## config.mk

```make
export PLATFORM = sky130hd
export DESIGN_NAME = modbus_rtu_gap_framer_crc_check_top
export DESIGN_NICKNAME = d
export VERILOG_FILES = /design/src/design/mbrgf_pkg.sv /design/src/design/modbus_rtu_gap_framer_crc_check_top.sv /design/src/design/mbrgf_in_stage.sv /design/src/design/mbrgf_gap_adapt.sv /design/src/design/mbrgf_frame_core.sv
export SDC_FILE = /design/constraint.sdc
export NUM_CORES = 1
export LEC_CHECK = 0
export ABC_AREA = 1
export BUFFER_PORTS_ARGS = -buffer_cell sky130_fd_sc_hd__buf_2
export CORE_ASPECT_RATIO = 2
export CORE_MARGIN = 2
export CORE_UTILIZATION = 60
export DETAILED_ROUTE_END_ITERATION = 6
export GPL_ROUTABILITY_DRIVEN = 0
export PLACE_DENSITY_LB_ADDON = 0.12
export SYNTH_ARGS = -nofsm -noshare
export SYNTH_HDL_FRONTEND = slang
export SYNTH_SLANG_ARGS = --single-unit
```

## constraint.sdc

```tcl
create_clock -name clk_i -period 14.5 [get_ports clk_i]
set_input_delay 0.725 -clock clk_i [delete_from_list [all_inputs] [get_ports clk_i]]
set_output_delay 0.725 -clock clk_i [all_outputs]
set_load 0.01 [all_outputs]
```

## src/design/mbrgf_pkg.sv

```systemverilog
// Shared types, constants and arithmetic helpers for the Modbus RTU gap framer.
package mbrgf_pkg;

  localparam int unsigned FrameMaxDefault = 512;
  localparam int unsigned OutBytesW = 10;

  localparam logic [15:0] CrcPoly = 16'hA001;
  localparam logic [15:0] CrcInit = 16'hFFFF;

  localparam logic [15:0] GapStartRst = 16'd50;
  localparam logic [15:0] GapMaxRst   = 16'd400;
  localparam logic [7:0]  GrowthRst   = 8'd5;

  // floor(y/100) = (y * DivMul) >> DivShift, exact for y < 2^18
  localparam logic [18:0] DivMul   = 19'd335545;
  localparam int unsigned DivShift = 25;

  typedef enum logic [1:0] {
    CFG_GAP_START = 2'd0,
    CFG_GAP_MAX   = 2'd1,
    CFG_GROWTH    = 2'd2,
    CFG_UNUSED    = 2'd3
  } cfg_idx_e;

  typedef struct packed {
    logic        we;
    logic [1:0]  idx;
    logic [15:0] data;
  } cfg_wr_t;

  typedef struct packed {
    logic        kind;
    logic [7:0]  rx_byte;
    logic [31:0] now_us;
  } item_t;

  typedef struct packed {
    logic [15:0] thr;      // current threshold
    logic [15:0] thr_rep;  // threshold after a reported frame
  } thr_status_t;

  function automatic logic [15:0] crc_feed(input logic [15:0] crc_in, input logic [7:0] b);
    logic [15:0] c;
    c = crc_in ^ {8'h00, b};
    for (int k = 0; k < 8; k++) begin
      if (c[0]) begin
        c = (c >> 1) ^ CrcPoly;
      end else begin
        c = c >> 1;
      end
    end
    return c;
  endfunction

  // old + max(1, floor(old*3/100)), i.e. max(old+1, floor(old*103/100))
  function automatic logic [16:0] thr_step(input logic [15:0] old);
    logic [17:0] y;
    logic [36:0] prod;
    logic [10:0] q;
    logic [10:0] inc;
    y    = {1'b0, old, 1'b0} + {2'b00, old};
    prod = 37'(y) * 37'(DivMul);
    q    = prod[DivShift +: 11];
    inc  = (q == 11'd0) ? 11'd1 : q;
    return {1'b0, old} + 17'(inc);
  endfunction

endpackage

```

## src/design/modbus_rtu_gap_framer_crc_check_top.sv

```systemverilog
// Top level of the Modbus RTU gap framer with CRC-16 check.
//
// Input channel (in_valid_i / in_stall_o): one event per transfer, either a
// received byte (kind_i = 0) or an idle poll (kind_i = 1), with its 32-bit
// microsecond time stamp. Output channel (out_valid_o / out_stall_i): one
// result per reported frame: length, received and computed CRC-16/Modbus,
// first/last byte times, close reason and the threshold after the update.
// Frames shorter than four bytes close without a result.
// A frame-closing event passes the input register, then the result register,
// before its result appears. Throughput: one event per cycle while no stalled
// result holds the flow; the loop through the frame state (gap compare, one CRC
// byte step, threshold step and its one small multiplier) is combinational.
// A stalled result holds in the result register while the next event waits
// in the input register; a further event is refused only when both are full.
// Configuration: cfg_we_i writes cfg_wdata_i to register cfg_idx_i
// (0 gap_start, also loading the threshold; 1 gap_max; 2 growth_every).
// Reset: empty frame, threshold 50, gap_max 400, growth_every 5, no results.
module modbus_rtu_gap_framer_crc_check_top import mbrgf_pkg::*; #(
  parameter int unsigned FRAME_MAX = FrameMaxDefault
) (
  input  logic                 clk_i,
  input  logic                 rst_ni,
  input  logic                 cfg_we_i,
  input  logic [1:0]           cfg_idx_i,
  input  logic [15:0]          cfg_wdata_i,
  input  logic                 in_valid_i,
  output logic                 in_stall_o,
  input  logic                 kind_i,
  input  logic [7:0]           rx_byte_i,
  input  logic [31:0]          now_us_i,
  output logic                 out_valid_o,
  input  logic                 out_stall_i,
  output logic [OutBytesW-1:0] frame_bytes_o,
  output logic                 crc_good_o,
  output logic [15:0]          received_crc_o,
  output logic [15:0]          computed_crc_o,
  output logic [31:0]          first_time_o,
  output logic [31:0]          last_time_o,
  output logic                 buffer_full_o,
  output logic [15:0]          threshold_now_o
);

  item_t       in_item, held_item;
  logic        held_valid, advance, report;
  cfg_wr_t     cfg;
  thr_status_t thr;

  assign in_item.kind    = kind_i;
  assign in_item.rx_byte = rx_byte_i;
  assign in_item.now_us  = now_us_i;

  assign cfg.we   = cfg_we_i;
  assign cfg.idx  = cfg_idx_i;
  assign cfg.data = cfg_wdata_i;

  mbrgf_in_stage u_in_stage (
    .clk_i      (clk_i),
    .rst_ni     (rst_ni),
    .in_valid_i (in_valid_i),
    .in_stall_o (in_stall_o),
    .item_i     (in_item),
    .advance_i  (advance),
    .valid_o    (held_valid),
    .item_o     (held_item)
  );

  mbrgf_gap_adapt u_gap_adapt (
    .clk_i    (clk_i),
    .rst_ni   (rst_ni),
    .cfg_i    (cfg),
    .report_i (report),
    .thr_o    (thr)
  );

  mbrgf_frame_core #(
    .FRAME_MAX (FRAME_MAX)
  ) u_frame_core (
    .clk_i           (clk_i),
    .rst_ni          (rst_ni),
    .item_valid_i    (held_valid),
    .item_i          (held_item),
    .advance_o       (advance),
    .thr_i           (thr),
    .report_o        (report),
    .out_valid_o     (out_valid_o),
    .out_stall_i     (out_stall_i),
    .frame_bytes_o   (frame_bytes_o),
    .crc_good_o      (crc_good_o),
    .received_crc_o  (received_crc_o),
    .computed_crc_o  (computed_crc_o),
    .first_time_o    (first_time_o),
    .last_time_o     (last_time_o),
    .buffer_full_o   (buffer_full_o),
    .threshold_now_o (threshold_now_o)
  );

endmodule

```

## src/design/mbrgf_in_stage.sv

```systemverilog
// Input register stage: holds one event until the frame core takes it.
module mbrgf_in_stage import mbrgf_pkg::*; (
  input  logic  clk_i,
  input  logic  rst_ni,
  input  logic  in_valid_i,
  output logic  in_stall_o,
  input  item_t item_i,
  input  logic  advance_i,
  output logic  valid_o,
  output item_t item_o
);

  logic  valid_q, valid_d;
  item_t item_q;
  logic  take;

  assign in_stall_o = valid_q && !advance_i;
  assign take       = in_valid_i && !in_stall_o;

  always_comb begin
    valid_d = valid_q;
    if (take) begin
      valid_d = 1'b1;
    end else if (advance_i) begin
      valid_d = 1'b0;
    end
  end

  always_ff @(posedge clk_i or negedge rst_ni) begin
    if (!rst_ni) begin
      valid_q <= 1'b0;
    end else begin
      valid_q <= valid_d;
    end
  end

  always_ff @(posedge clk_i) begin
    if (take) begin
      item_q <= item_i;
    end
  end

  assign valid_o = valid_q;
  assign item_o  = item_q;

endmodule

```

## src/design/mbrgf_gap_adapt.sv

```systemverilog
// Configuration registers and the adaptive silence threshold.
module mbrgf_gap_adapt import mbrgf_pkg::*; (
  input  logic        clk_i,
  input  logic        rst_ni,
  input  cfg_wr_t     cfg_i,
  input  logic        report_i,
  output thr_status_t thr_o
);

  logic [15:0] gap_max_q, gap_max_d;
  logic [7:0]  growth_q, growth_d;
  logic [15:0] thr_q, thr_d;
  logic [7:0]  fsg_q, fsg_d;

  logic [7:0]  fsg_inc;
  logic        hit;
  logic [16:0] step;
  logic [15:0] capped;
  logic [15:0] thr_rep;

  always_comb begin
    fsg_inc = fsg_q + 8'd1;
    hit     = (fsg_inc >= growth_q);
    step    = thr_step(thr_q);
    capped  = (step > {1'b0, gap_max_q}) ? gap_max_q : step[15:0];
    thr_rep = (hit && (thr_q < gap_max_q)) ? capped : thr_q;
  end

  always_comb begin
    gap_max_d = gap_max_q;
    growth_d  = growth_q;
    thr_d     = thr_q;
    fsg_d     = fsg_q;
    if (report_i) begin
      thr_d = thr_rep;
      fsg_d = hit ? 8'd0 : fsg_inc;
    end
    if (cfg_i.we) begin
      case (cfg_i.idx)
        CFG_GAP_START: thr_d     = cfg_i.data;
        CFG_GAP_MAX:   gap_max_d = cfg_i.data;
        CFG_GROWTH:    growth_d  = cfg_i.data[7:0];
        default: ;
      endcase
    end
  end

  always_ff @(posedge clk_i or negedge rst_ni) begin
    if (!rst_ni) begin
      gap_max_q <= GapMaxRst;
      growth_q  <= GrowthRst;
      thr_q     <= GapStartRst;
      fsg_q     <= 8'd0;
    end else begin
      gap_max_q <= gap_max_d;
      growth_q  <= growth_d;
      thr_q     <= thr_d;
      fsg_q     <= fsg_d;
    end
  end

  assign thr_o.thr     = thr_q;
  assign thr_o.thr_rep = thr_rep;

  // a step never lowers the threshold
  assert property (@(posedge clk_i) disable iff (!rst_ni)
    report_i && !cfg_i.we |=> thr_q >= $past(thr_q))
    else $error("threshold decreased on a frame report");

  // the stepped value never exceeds the ceiling when it moves
  assert property (@(posedge clk_i) disable iff (!rst_ni)
    report_i && !cfg_i.we && (thr_rep != thr_q) |-> thr_rep <= gap_max_q)
    else $error("threshold step exceeded gap_max");

endmodule

```

## src/design/mbrgf_frame_core.sv

```systemverilog
// Frame state, close detection, running CRC and the result register.
module mbrgf_frame_core import mbrgf_pkg::*; #(
  parameter int unsigned FRAME_MAX = FrameMaxDefault
) (
  input  logic                 clk_i,
  input  logic                 rst_ni,
  input  logic                 item_valid_i,
  input  item_t                item_i,
  output logic                 advance_o,
  input  thr_status_t          thr_i,
  output logic                 report_o,
  output logic                 out_valid_o,
  input  logic                 out_stall_i,
  output logic [OutBytesW-1:0] frame_bytes_o,
  output logic                 crc_good_o,
  output logic [15:0]          received_crc_o,
  output logic [15:0]          computed_crc_o,
  output logic [31:0]          first_time_o,
  output logic [31:0]          last_time_o,
  output logic                 buffer_full_o,
  output logic [15:0]          threshold_now_o
);

  localparam int unsigned CntW = $clog2(FRAME_MAX + 1);
  localparam logic [CntW-1:0] CntMax = CntW'(FRAME_MAX);
  localparam logic [CntW-1:0] CntMin = CntW'(4);
  localparam logic [CntW-1:0] CntTwo = CntW'(2);
  localparam logic [CntW-1:0] CntOne = CntW'(1);

  logic [CntW-1:0] total_q, total_d;
  logic [15:0]     crc_q, crc_d;
  logic [7:0]      tail0_q, tail0_d, tail1_q, tail1_d;
  logic [31:0]     start_q, start_d, latest_q, latest_d;

  logic                 out_valid_q, out_valid_d;
  logic [OutBytesW-1:0] out_bytes_q;
  logic                 out_good_q, out_full_q;
  logic [15:0]          out_rx_q, out_crc_q, out_thr_q;
  logic [31:0]          out_first_q, out_last_q;

  logic [31:0] elapsed;
  logic        is_byte, gap_close, full_close, closing, report;
  logic [15:0] rx_crc;

  assign advance_o = item_valid_i && (!out_valid_q || !out_stall_i);

  always_comb begin
    elapsed    = item_i.now_us - latest_q;
    is_byte    = (item_i.kind == 1'b0);
    gap_close  = (total_q != '0) && (elapsed >= {16'h0000, thr_i.thr});
    full_close = is_byte && !gap_close && (total_q >= CntMax);
    closing    = gap_close || full_close;
    report     = closing && (total_q >= CntMin);
    rx_crc     = {tail1_q, tail0_q};
  end

  assign report_o = advance_o && report;

  always_comb begin
    total_d  = total_q;
    crc_d    = crc_q;
    tail0_d  = tail0_q;
    tail1_d  = tail1_q;
    start_d  = start_q;
    latest_d = latest_q;
    if (advance_o) begin
      if (is_byte) begin
        if (closing || (total_q == '0)) begin
          // byte opens a new frame
          total_d  = CntOne;
          crc_d    = CrcInit;
          tail0_d  = 8'h00;
          tail1_d  = item_i.rx_byte;
          start_d  = item_i.now_us;
          latest_d = item_i.now_us;
        end else begin
          // CRC trails by two bytes so the received CRC never enters it
          if (total_q >= CntTwo) begin
            crc_d = crc_feed(crc_q, tail0_q);
          end
          tail0_d  = tail1_q;
          tail1_d  = item_i.rx_byte;
          total_d  = total_q + CntOne;
          latest_d = item_i.now_us;
        end
      end else if (closing) begin
        total_d  = '0;
        crc_d    = CrcInit;
        tail0_d  = 8'h00;
        tail1_d  = 8'h00;
        start_d  = 32'h0;
        latest_d = 32'h0;
      end
    end
  end

  assign out_valid_d = advance_o ? report : (out_valid_q && out_stall_i);

  always_ff @(posedge clk_i or negedge rst_ni) begin
    if (!rst_ni) begin
      total_q     <= '0;
      crc_q       <= CrcInit;
      tail0_q     <= 8'h00;
      tail1_q     <= 8'h00;
      start_q     <= 32'h0;
      latest_q    <= 32'h0;
      out_valid_q <= 1'b0;
    end else begin
      total_q     <= total_d;
      crc_q       <= crc_d;
      tail0_q     <= tail0_d;
      tail1_q     <= tail1_d;
      start_q     <= start_d;
      latest_q    <= latest_d;
      out_valid_q <= out_valid_d;
    end
  end

  always_ff @(posedge clk_i) begin
    if (report_o) begin
      out_bytes_q <= OutBytesW'(total_q);
      out_good_q  <= (rx_crc == crc_q);
      out_rx_q    <= rx_crc;
      out_crc_q   <= crc_q;
      out_first_q <= start_q;
      out_last_q  <= latest_q;
      out_full_q  <= full_close;
      out_thr_q   <= thr_i.thr_rep;
    end
  end

  assign out_valid_o     = out_valid_q;
  assign frame_bytes_o   = out_bytes_q;
  assign crc_good_o      = out_good_q;
  assign received_crc_o  = out_rx_q;
  assign computed_crc_o  = out_crc_q;
  assign first_time_o    = out_first_q;
  assign last_time_o     = out_last_q;
  assign buffer_full_o   = out_full_q;
  assign threshold_now_o = out_thr_q;

  assert property (@(posedge clk_i) disable iff (!rst_ni)
    total_q <= CntMax)
    else $error("byte count beyond FRAME_MAX");

  // nothing is folded into the CRC until a third byte arrives
  assert property (@(posedge clk_i) disable iff (!rst_ni)
    total_q <= CntTwo |-> crc_q == CrcInit)
    else $error("CRC moved before two bytes were held back");

  assert property (@(posedge clk_i) disable iff (!rst_ni)
    report_o |=> out_valid_q && (out_crc_q == $past(crc_q)))
    else $error("reported frame not captured in result register");

  assert property (@(posedge clk_i) disable iff (!rst_ni)
    advance_o && is_byte |=> total_q != '0)
    else $error("byte transfer left the frame empty");

endmodule

```

# After elaboration in Yosys (flattened, before gate mapping)

Index checks and enable logic that the tools add are counted.

Add/sub/neg operators: 5
$mul: 1
$lt $le $gt $ge: 7
Equal/unequal tests: 4
Mux-type cells: 61
Bitwise gates (word level): 10
Reduce and logical (&&, ||, !) cells: 30

Operators with widths:

| cell                                                                    | count |
|---|---|
| 16-bit 2-to-1 mux                                                       | 45 |
| 32-bit 2-to-1 mux                                                       | 4 |
| 8-bit 2-to-1 mux                                                        | 5 |
| 18-bit by 19-bit multiplier with 36-bit output (second input constant)  | 1 |
| 32-bit by 16-bit >= comparator with 1-bit output                        | 1 |
| 32-bit subtractor                                                       | 1 |
| 10-bit 2-to-1 mux                                                       | 3 |
| 2-bit NOT with 3-bit output                                             | 8 |
| 17-bit by 16-bit adder with 18-bit output                               | 1 |
| 16-bit by 11-bit adder with 17-bit output                               | 1 |
| 17-bit by 16-bit greater-than comparator with 1-bit output              | 1 |
| 16-bit == test                                                          | 1 |
| 16-bit < comparator                                                     | 1 |
| 16-bit by 8-bit XOR with 16-bit output                                  | 1 |
| 11-bit logical NOT                                                      | 1 |
| 11-bit 2-to-1 mux                                                       | 1 |
| 10-bit by 1-bit adder with 10-bit output (second input constant)        | 1 |
| 10-bit >= comparator (second input constant)                            | 1 |
| 10-bit by 2-bit >= comparator with 1-bit output (second input constant) | 1 |
| 10-bit by 3-bit >= comparator with 1-bit output (second input constant) | 1 |
| 1-bit logical AND                                                       | 10 |
| 10-bit logical NOT                                                      | 1 |
| 10-bit nonzero test                                                     | 1 |
| 8-bit by 1-bit adder with 8-bit output (second input constant)          | 1 |
| other kinds (13)                                                        | 25 |

Bits in registers: 321
Input bits: 64
Output and inout bits: 126

# Longest topological paths before layout

Gate-level depths: netlist of the first run.

Depth in word-level cells: 52
Depth in mapped cells: 62
Depth with buffers taken out: 61

# By module

From an unflattened synthesis of the first run, not the netlist that was laid out.

Cells, all modules: 2865
Area total of the unflattened synthesis: 24927.7 um^2

By module, submodules not included:

| module           | instances | cells an instance | area each (um^2) |
|---|---|---|---|
| mbrgf_frame_core | 1         | 1386              | 12319.3 |
| mbrgf_gap_adapt  | 1         | 1431              | 11319.6 |
| mbrgf_in_stage   | 1         | 48                | 1288.7 |

# Worst setup path before layout of the first run

OpenSTA, ideal clock, no wires.

Path type: register to register
Start point: register u_gap_adapt.thr_q[1]
End point: register u_gap_adapt.thr_q[10]
Arrival time: 10.796 ns
Data required time: 14.387 ns
Slack: 3.591 ns
Cell stages (with the launch flop): 56
Buffers on the path: 1
Period minus slack after synthesis: 10.909 ns
Cell sequence: dfstp_2 ha_1 inv_1 fa_1 o31ai_1 a21boi_0 o21ai_0 a21oi_1 o21ai_0 xor2_1 fa_1 inv_1 fa_1 inv_1 fa_1 fa_1 fa_1 inv_1 [20 not listed] a21boi_0 o21ai_0 nand2_1 xor2_1 inv_1 ha_1 nand4_1 nor4_1 nand3_1 nand2_1 buf_2 nand2_1 nand3_1 nand2_1 nand3_1 nand3_1 nand2_1 inv_1

RTL lines:

| element                  | line                  | RTL |
|---|---|---|
| start: declaration       | mbrgf_gap_adapt.sv:12 | `logic [15:0] thr_q, thr_d;` |
| start signal: assignment | mbrgf_gap_adapt.sv:52 | `thr_q <= GapStartRst;` |
| start signal: assignment | mbrgf_gap_adapt.sv:57 | `thr_q <= thr_d;` |

==> results.md, run 1 <==
- Post-synth ARST share: 48.6%
- Routed wire length per instance: 19.2 µm
- Crit-path most repeated cell: nand2_1
- I/O pin count: 190
- Fmax: between 70 and 80 MHz
- Layout Skew: 38.9 ps
- Count of final hold-check violations: 0
- DRC viols: 1
- Num Clock Sinks: 321
- Nets@finish: about 3400
- Final Critical Period: roughly 13000 ps
- HP Class: in2async
- Worst Setup SP: u_gap_adapt.thr_q[0]
- Unique masters post-synth: between 50 and 60
- CTS tree: yes
- Antenna cells: 0
- Rows: around 100
- Routed WL: 67700 µm
- Vias per cell: 5.60
- Syn Nets: 3238
- Critical path endpoint category: flip-flop
- RSZ-0062 raised after global routing: false
- Main flop type after synthesis: edfxtp_1
- Synth cell count leaders: nand2_1 (709), inv_1 (558), ha_1 (265), edfxtp_1 (165)
- Violated checks: design-rule violations
- R2r startpoint: u_gap_adapt.thr_q[0]
- CP Launch Type: flip-flop
- Syn. warnings: 0
- Crit Path Max Fanout: 17
- DRT iter0 DRCs: 1343
- Final Cycle Share: 90.3%
- Slew Limit Fails: 0
- Slew Limit Headroom: slightly above 20%
- Largest area contributor in the synthesized netlist: edfxtp_1
- Die area: ~42000 µm²
- H-tree Lvls: 1
- Postcts setup bufs: 0
- Clock root cell: clkbuf_16
- Post-Syn Area: roughly 24000 µm²
- Die width: 145 µm
- Most frequent cell after synthesis: nand2_1
- CTS max path bufs: 3
- Number of global-route vias before repair: roughly 21000
- Clk Latency, worst-skew pair: 590 ps
- Via count: 19700
- EDFF count, synth: 165
- Largest net degree at the start of global routing: 99
- Initial core utilization: between 60% and 70%
- Maxcap violations: 0
- Synth Area per Inst: 8.60 µm²
- Yosys reg bits: 321
- Crit path max-delay cell type: dfrtp_1
- Initial antenna violation count: 2
- Status: finished with violations
- Post-synthesis sequential area ratio: 37.0%
- Filler cells: 3411
- First-pass GRT wire length: 108000 µm
- R2R setup slack: 1400 ps
- Worst-Margin Slew: 1190 ps
- Critical Path Max Stage Delay: 770 ps
- Clk slew on worst S/H paths: approximately 70 ps
- Top post-synthesis cells by area: edfxtp_1 (21%), ha_1 (14%), dfrtp_1 (14%), nand2_1 (11%), fa_1 (9.8%)
- Num CTS Buffers: 29
- DRT Pass-1 Iters: 7
- Die Y: roughly 290 µm
- CP arrival: 13590 ps
- Layout cell share with drive strength beyond 1: approximately 10%
- Port Buffer Count: ~190
- Setup total negative slack: 0 ps
- Crit Path Category: reg2reg
- Detailed placer's ending HPWL: between 50000 and 60000 µm
- Post-Syn Instances: 2791
- GR Overflow Total: 0
- Routed Antenna Nets: 0
- Area Growth Syn to Fin: 9.71%
- Core footprint: 39400 µm²
- Total track usage: approximately 33%
- Final setup vio count: 0
- Required @ worst endpoint: around 15000 ps
- Top cell type's share of synthesized area: 20.6%
[stage by stage]
stage	util [%]	setup WS, ps	hold WS (ps)	instances	instance area [µm²]
5_1_grt	66.8	236	296	3525	26300
3_3_place_gp	64.6	1930	425	3471	25500
3_5_place_dp	64.6	1400	428	3471	25500
2_1_floorplan	-	3590	419	2791	24000
6_report	66.8	1400	247	3525	26300
4_1_cts	66.8	1360	292	3525	26300
[state kept, by name (all words and copies together), names as in the netlist, 8 cells and up]
register	cells
u_in_stage.item_o	41
u_frame_core.first_time_o	32
u_frame_core.last_time_o	32
u_frame_core.latest_q	32
u_frame_core.start_q	32
u_frame_core.computed_crc_o	16
u_frame_core.crc_q	16
u_frame_core.received_crc_o	16
u_frame_core.threshold_now_o	16
u_gap_adapt.gap_max_q	16
u_gap_adapt.thr_q	16
u_frame_core.frame_bytes_o	10
u_frame_core.total_q	10
u_frame_core.tail0_q	8
u_frame_core.tail1_q	8
u_gap_adapt.fsg_q	8
u_gap_adapt.growth_q	8
[cell usage in the layout (no fill, tap or decap), types with 7 or more instances in the layout]
cell type	n
xor2_1	64
o21a_1	7
clkbuf_1	9
o31ai_1	10
nand2_1	708
nor2_1	105
edfxtp_1	165
xnor2_1	26
nor3_1	29
a21oi_1	100
nand4_1	49
buf_4	16
inv_1	556
a21o_1	8
o21ai_0	132
clkbuf_16	29
dfrtp_1	132
o21ai_1	22
dfstp_2	24
buf_2	188
inv_2	9
nand3_1	131
fa_1	118
ha_1	265
clkinv_1	7
[kinds of logic after synthesis]
kind of cell / count (synthesis) / synth area share, %
AO/OA/AOI/OAI: 319 / 7.38
XOR/XNOR: 90 / 3.28
adder cells (fa/ha/maj): 383 / 23.7
buffers and inverters: 618 / 10.0
flip-flops: 321 / 37.0
AND/OR/NAND/NOR: 1060 / 18.6
[timing repair]
action | 4_1_cts | 5_1_grt
gates resized for setup | 0 | 1
hold buffers | 0 | 0
endpoints found under the setup margin | 0 | 1
[layer usage]
layer / wire (µm) / vias up / part of all wire (%) / GRT usage, %
li1: - / 9302 / - / -
met1: 22100 / 9354 / 33 / 32.3
met2: 36400 / 757 / 54 / 62.7
met3: 3500 / 331 / 5.2 / 4.87
met4: 5720 / 4 / 8.4 / 23.9
met5: 23 / - / 0.034 / 0
[critical path: cells and delay by family, from the launching register on]
kind	cells	cell delay (ps)
adder cells (fa/ha/maj)	12	5040
AND/OR/NAND/NOR	20	2870
AO/OA/AOI/OAI	12	2890
flip-flops	1	770
XOR/XNOR	3	930
buffers and inverters	7	490
[final timing paths]
path                                                 to  cells after the start
max                                u_gap_adapt.thr_q[3]                     54
min                             u_frame_core.total_q[6]                      1
min in group clk_i                u_in_stage.item_o[18]                      1
min reg2reg                u_frame_core.first_time_o[3]                      0
max reg2reg                        u_gap_adapt.thr_q[3]                     54
max in group asynchronous       u_gap_adapt.growth_q[5]                      2
[layout make-up]
type	instances	area [µm²]	area share (%)
tap	525	657	2.49
sequential	321	8890	33.8
inverter	568	2140	8.12
clock inverter	16	104	0.394
timing repair buffer	205	1070	4.07
clock buffer	38	759	2.88
multi-input combinational	1852	12700	48.3
Power of run 1 is left out: the tool's default activity adds up to more than one toggle a clock period on the data nets, which glitch-free logic cannot reach.
==> run 2: changes to the inputs <==
--- a/config.mk
+++ b/config.mk
@@ -7,12 +7,13 @@
 export LEC_CHECK = 0
 export ABC_AREA = 1
 export BUFFER_PORTS_ARGS = -buffer_cell sky130_fd_sc_hd__buf_2
-export CORE_ASPECT_RATIO = 2
+export CORE_ASPECT_RATIO = 1.75
 export CORE_MARGIN = 2
 export CORE_UTILIZATION = 60
 export DETAILED_ROUTE_END_ITERATION = 6
 export GPL_ROUTABILITY_DRIVEN = 0
 export PLACE_DENSITY_LB_ADDON = 0.12
+export SKIP_CTS_REPAIR_TIMING = 1
 export SYNTH_ARGS = -nofsm -noshare
 export SYNTH_HDL_FRONTEND = slang
 export SYNTH_SLANG_ARGS = --single-unit
==> constraint.sdc (replaced) <==
create_clock -name clk_i -period 14.5 [get_ports clk_i]
set_input_delay 0.725 -clock clk_i [delete_from_list [all_inputs] [get_ports clk_i]]
set_output_delay 0.725 -clock clk_i [all_outputs]
set_load 0.05 [all_outputs]
==> results.md, run 2 (synthesized netlist as in run 1, its figures left out) <==
- Routed Antenna Nets: 0 (unchanged)
- Die Y: 269 µm (was 287 µm)
- Number of global-route vias before repair: 20000 (was 21100)
- Required @ worst endpoint: 14970 ps (was 14990 ps)
- DRC viols: 1 (unchanged)
- I/O pin count: 190 (unchanged)
- Clock root cell: clkbuf_16 (unchanged)
- Routed WL: 64700 µm (was 67700 µm)
- GR Overflow Total: 0 (unchanged)
- RSZ-0062 raised after global routing: false (unchanged)
- Status: finished with violations (unchanged)
- Die area: 41700 µm² (about the same)
- Detailed placer's ending HPWL: 50600 µm (was 53000 µm)
- R2R setup slack: 1440 ps (was 1400 ps)
- Max FFs per register: 41 (unchanged)
- Clk Latency, worst-skew pair: 580 ps (was 590 ps)
- Total track usage: 31.6% (was 33.0%)
- Crit Path Category: reg2reg (unchanged)
- Crit path max-delay cell type: nand2_1 (was dfrtp_1)
- HP Class: in2async (unchanged)
- Critical path endpoint category: flip-flop (unchanged)
- Port Buffer Count: 189 (unchanged)
- First-pass GRT wire length: 102000 µm (was 108000 µm)
- CP arrival: 13530 ps (was 13590 ps)
- Rows: 97 (was 103)
- Worst-Margin Slew: 1130 ps (was 1190 ps)
- Core footprint: 39800 µm² (was 39400 µm²)
- Final Critical Period: 13060 ps (was 13100 ps)
- Count of final hold-check violations: 0 (unchanged)
- Crit-path most repeated cell: nand2_1 (unchanged)
- H-tree Lvls: 1 (unchanged)
- CTS tree: yes (unchanged)
- Layout Skew: 23.6 ps (was 38.9 ps)
- Num Clock Sinks: 321 (unchanged)
- Final setup vio count: 0 (unchanged)
- Initial core utilization: 60.3% (was 60.9%)
- DRT iter0 DRCs: 1091 (was 1343)
- Critical Path Max Stage Delay: 710 ps (was 770 ps)
- Area Growth Syn to Fin: 9.95% (was 9.71%)
- Nets@finish: 3423 (was 3424)
- Largest net degree at the start of global routing: 87 (was 99)
- Clk slew on worst S/H paths: 70 ps (about the same)
- Via count: 19200 (was 19700)
- Maxcap violations: 0 (unchanged)
- Layout cell share with drive strength beyond 1: 10.2% (was 10.0%)
- Commonest cells after routing, fill and taps aside: nand2_1 (709), inv_1 (556), ha_1 (265) (was nand2_1 (708), inv_1 (556), ha_1 (265))
- Initial antenna violation count: 7 (was 2)
- DRT Pass-1 Iters: 7 (unchanged)
- Num CTS Buffers: 29 (unchanged)
- Die width: 155 µm (was 145 µm)
- CTS max path bufs: 3 (unchanged)
- Fmax: 76.6 MHz (was 76.3 MHz)
- Vias per cell: 5.50 (was 5.60)
- Final Cycle Share: 90.1% (was 90.3%)
- Setup total negative slack: 0 ps (unchanged)
- CP Launch Type: flip-flop (unchanged)
- Violated checks: design-rule violations (unchanged)
- Crit Path Max Fanout: 17 (unchanged)
- Most common cell after layout, fill and taps aside: nand2_1 (unchanged)
- Slew Limit Fails: 0 (unchanged)
- Slew Limit Headroom: 23.7% (was 20.5%)
- Routed wire length per instance: 18.5 µm (was 19.2 µm)
## run 2: cell count changes in the layout (fill, tap and decap cells not counted), moves of 2 or more
cell,delta
bufinv_16,+3
clkbuf_1,-5
clkbuf_8,+2
diode_2,+2
## run 2: stage by stage
stage               worst slack, ps  hold slack [ps]  instance area (µm²)  instances  utilization (%)
floorplan                      3590              419                24000       2791                -
global placement               2150              426                25400       3440             63.9
detailed placement             1610              429                25400       3440             63.9
CTS                            1560              242                26400       3494             66.3
global route                    202              270                26400       3496             66.3
finish                         1440              200                26400       3496             66.3
## run 2: layout make-up
type,count,area (µm²)
flip-flops and latches,321,8890
clock inverters,19,193
repair buffers,204,1060
well taps,495,619
diodes,2,5.00
inverters,568,2140
multi-input cells,1852,12700
fillers,3371,13400
clock buffers,35,768
## run 2: final timing paths
check,start,to,depth (start not counted)
setup reg to reg,u_gap_adapt.thr_q[1],u_gap_adapt.thr_q[12],54
max in group asynchronous,rst_ni,u_frame_core.tail1_q[7],2
hold / removal,rst_ni,u_frame_core.start_q[17],1
hold reg to reg,u_frame_core.start_q[8],u_frame_core.first_time_o[8],0
setup / recovery,u_gap_adapt.thr_q[1],u_gap_adapt.thr_q[12],54
min in group clk_i,now_us_i[16],u_in_stage.item_o[16],1
## run 2: worst max-delay path, delay by kind of cell, from the launching register on
kind | cells | cell delay, ps
compound gates | 12 | 2890
xor+xnor | 3 | 920
fa+ha+maj | 12 | 4950
buf+inv | 7 | 480
flops | 1 | 660
simple gates | 20 | 3070
## run 2: per-layer routing
| layer | GRT usage [%] | part of all wire [%] | up-vias |
|---|---|---|---|
| met1 | 32.7 | 34 | 9075 |
| met4 | 21.3 | 7.9 | 10 |
| met5 | 0 | 0.11 | - |
| li1 | - | - | 9284 |
| met2 | 58.9 | 53 | 617 |
| met3 | 4.21 | 4.6 | 257 |
Power of run 2 is left out for the same reason.
==> run 3: changes to the inputs <==
--- a/config.mk
+++ b/config.mk
@@ -5,7 +5,6 @@
 export SDC_FILE = /design/constraint.sdc
 export NUM_CORES = 1
 export LEC_CHECK = 0
-export ABC_AREA = 1
 export BUFFER_PORTS_ARGS = -buffer_cell sky130_fd_sc_hd__buf_2
 export CORE_ASPECT_RATIO = 1.75
 export CORE_MARGIN = 2
@@ -16,4 +15,5 @@
 export SKIP_CTS_REPAIR_TIMING = 1
 export SYNTH_ARGS = -nofsm -noshare
 export SYNTH_HDL_FRONTEND = slang
+export SYNTH_HIERARCHICAL = 1
 export SYNTH_SLANG_ARGS = --single-unit
==> results.md, run 3 <==
- Initial core utilization: 60.6% (was 60.3%)
- GR Overflow Total: 0 (unchanged)
- Required @ worst endpoint: 14830 ps (was 14970 ps)
- Detailed placer's ending HPWL: 43800 µm (was 50600 µm)
- Synth cell count leaders: inv_1 (318), ha_1 (264), edfxtp_1 (165), nand2_1 (148), dfrtp_1 (132) (was nand2_1 (709), inv_1 (558), ha_1 (265), edfxtp_1 (165))
- Setup total negative slack: 0 ps (unchanged)
- Most frequent cell after synthesis: inv_1 (was nand2_1)
- Fmax: 74.7 MHz (was 76.6 MHz)
- Layout cell share with drive strength beyond 1: 16.6% (was 10.2%)
- Main flop type after synthesis: edfxtp_1 (unchanged)
- Slew Limit Fails: 0 (unchanged)
- RSZ-0062 raised after global routing: false (unchanged)
- Die area: 39400 µm² (was 41700 µm²)
- Clock root cell: clkbuf_16 (unchanged)
- Final setup vio count: 0 (unchanged)
- Critical path endpoint category: flip-flop (unchanged)
- Nets@finish: 2702 (was 3423)
- Critical Path Max Stage Delay: 660 ps (was 710 ps)
- Most common cell after layout, fill and taps aside: inv_1 (was nand2_1)
- Count of final hold-check violations: 0 (unchanged)
- Final Cycle Share: 92.4% (was 90.1%)
- Die Y: 261 µm (was 269 µm)
- Die width: 151 µm (was 155 µm)
- Vias per cell: 5.87 (was 5.50)
- I/O pin count: 190 (unchanged)
- Unique masters post-synth: 92 (was 54)
- Total track usage: 28.6% (was 31.6%)
- HP Class: in2async (unchanged)
- CP Launch Type: flip-flop (unchanged)
- EDFF count, synth: 165 (unchanged)
- Antenna cells: 0 (was 2)
- DRC viols: 0 (was 1)
- Syn. warnings: 6 (was 0)
- Final Critical Period: 13390 ps (was 13060 ps)
- Worst-Margin Slew: 1100 ps (was 1130 ps)
- Routed Antenna Nets: 0 (unchanged)
- Crit Path Max Fanout: 15 (was 17)
- R2r startpoint: u_gap_adapt/thr_q[1] (was u_gap_adapt.thr_q[1])
- Num Clock Sinks: 321 (unchanged)
- Post-synthesis sequential area ratio: 39.2% (was 37.0%)
- Initial antenna violation count: 0 (was 7)
- DRT iter0 DRCs: 882 (was 1091)
- Status: completed (was finished with violations)
- Worst Setup SP: u_gap_adapt/thr_q[1] (was u_gap_adapt.thr_q[1])
- Largest net degree at the start of global routing: 81 (was 87)
- Max FFs per register: 41 (unchanged)
- Core footprint: 37400 µm² (was 39800 µm²)
- Number of global-route vias before repair: 16900 (was 20000)
- Syn Nets: 2509 (was 3238)
- CTS max path bufs: 3 (unchanged)
- Top cell type's share of synthesized area: 21.9% (was 20.6%)
- Post-Syn Instances: 2063 (was 2791)
- Clk slew on worst S/H paths: 70 ps (about the same)
- Rows: 94 (was 97)
- Largest area contributor in the synthesized netlist: edfxtp_1 (unchanged)
- CTS tree: yes (unchanged)
- Via count: 16200 (was 19200)
- Area Growth Syn to Fin: 11.2% (was 9.95%)
- Yosys reg bits: 321 (unchanged)
- Routed WL: 55700 µm (was 64700 µm)
- Maxcap violations: 0 (unchanged)
- DRT Pass-1 Iters: 5 (was 7)
- Synth Area per Inst: 11.0 µm² (was 8.60 µm²)
- Num CTS Buffers: 29 (unchanged)
- Layout Skew: 41.4 ps (was 23.6 ps)
- Post-Syn Area: 22700 µm² (was 24000 µm²)
- Commonest cells after routing, fill and taps aside: inv_1 (318), ha_1 (264), buf_2 (188) (was nand2_1 (709), inv_1 (556), ha_1 (265))
- Crit path max-delay cell type: dfstp_2 (was nand2_1)
- Port Buffer Count: 189 (unchanged)
- Top post-synthesis cells by area: edfxtp_1 (22%), dfrtp_1 (15%), ha_1 (15%), fa_1 (10%), inv_1 (5.3%) (was edfxtp_1 (21%), ha_1 (14%), dfrtp_1 (14%), nand2_1 (11%), fa_1 (9.8%))
- Crit-path most repeated cell: fa_1 (was nand2_1)
- Crit Path Category: reg2reg (unchanged)
- Clk Latency, worst-skew pair: 580 ps (about the same)
- Routed wire length per instance: 20.2 µm (was 18.5 µm)
- CP arrival: 13720 ps (was 13530 ps)
- First-pass GRT wire length: 87200 µm (was 102000 µm)
- Slew Limit Headroom: 26.7% (was 23.7%)
- H-tree Lvls: 1 (unchanged)
- Post-synth ARST share: 48.6% (unchanged)
## run 3: changes by cell type after synthesis, sizes merged, moves of 22 or more
cell	delta
nand2	-565
inv	-248
nand3	-111
mux2	+72
o21ai	-47
nor2	-45
nor2b	+38
xnor2	+34
xor2	-28
nand4	-24
nand2b	+22
## run 3: through the flow
| step | hold slack [ps] | utilization, % | instances | instance area (µm²) | setup WS (ps) |
|---|---|---|---|---|---|
| final | 106 | 67.4 | 2759 | 25200 | 1110 |
| after global routing | 117 | 67.4 | 2759 | 25200 | 81.4 |
| after CTS | 110 | 67.4 | 2759 | 25200 | 828 |
| after detailed placement | 431 | 64.6 | 2705 | 24200 | 880 |
| after global placement | 427 | 64.6 | 2705 | 24200 | 1350 |
| after floorplan | 421 | - | 2063 | 22700 | 2340 |
## run 3: cells by family (layout without fill, tap and decap cells)
group,after synthesis,count (layout),share of synthesized area (%)
flip-flops,321,321,39.2
AO/OA/AOI/OAI,398,398,11.8
adder cells (fa/ha/maj),382,382,25.0
buffers and inverters,365,581,6.27
AND/OR/NAND/NOR,411,411,9.15
multiplexers,90,90,4.88
XOR/XNOR,96,96,3.74
## run 3: final cells by class
| class | instances | area (µm²) |
|---|---|---|
| well taps | 480 | 601 |
| repair buffers | 209 | 1100 |
| multi-input cells | 1377 | 12400 |
| clock buffers | 38 | 801 |
| flip-flops and latches | 321 | 8890 |
| inverters | 318 | 1190 |
| clock inverters | 16 | 228 |
| fillers | 2963 | 12200 |
## run 3: critical path, delay by kind of cell, from the launching register on
family          cells  cell delay (ps)
buf+inv             6              630
compound gates     24             5230
xor+xnor            3              620
fa+ha+maj          11             4770
simple gates        4              680
flops               1              660
mux                 2              560
## run 3: path summary, 6_finish.rpt
kind	endpoint	slack, ps	cells after the start
min in group clk_i	u_in_stage/item_o[23]	320	1
worst min register to register	u_frame_core/last_time_o[30]	440	0
worst min-delay path	u_frame_core/tail0_q[1]	110	1
worst max-delay path	u_frame_core/threshold_now_o[12]	1110	50
max in group asynchronous	u_gap_adapt/thr_q[7]	13280	2
worst max register to register	u_frame_core/threshold_now_o[12]	1110	50
## run 3: routing by layer
layer	vias to the layer above	routed length [µm]	share of wire [%]	global-route usage (%)
met4	0	3230	5.8	15.1
met3	192	2110	3.8	2.46
met5	-	0	0	0
li1	7536	-	-	-
met2	501	30600	55	55.2
met1	7974	19700	35	30.3
Power of run 3 is left out for the same reason.
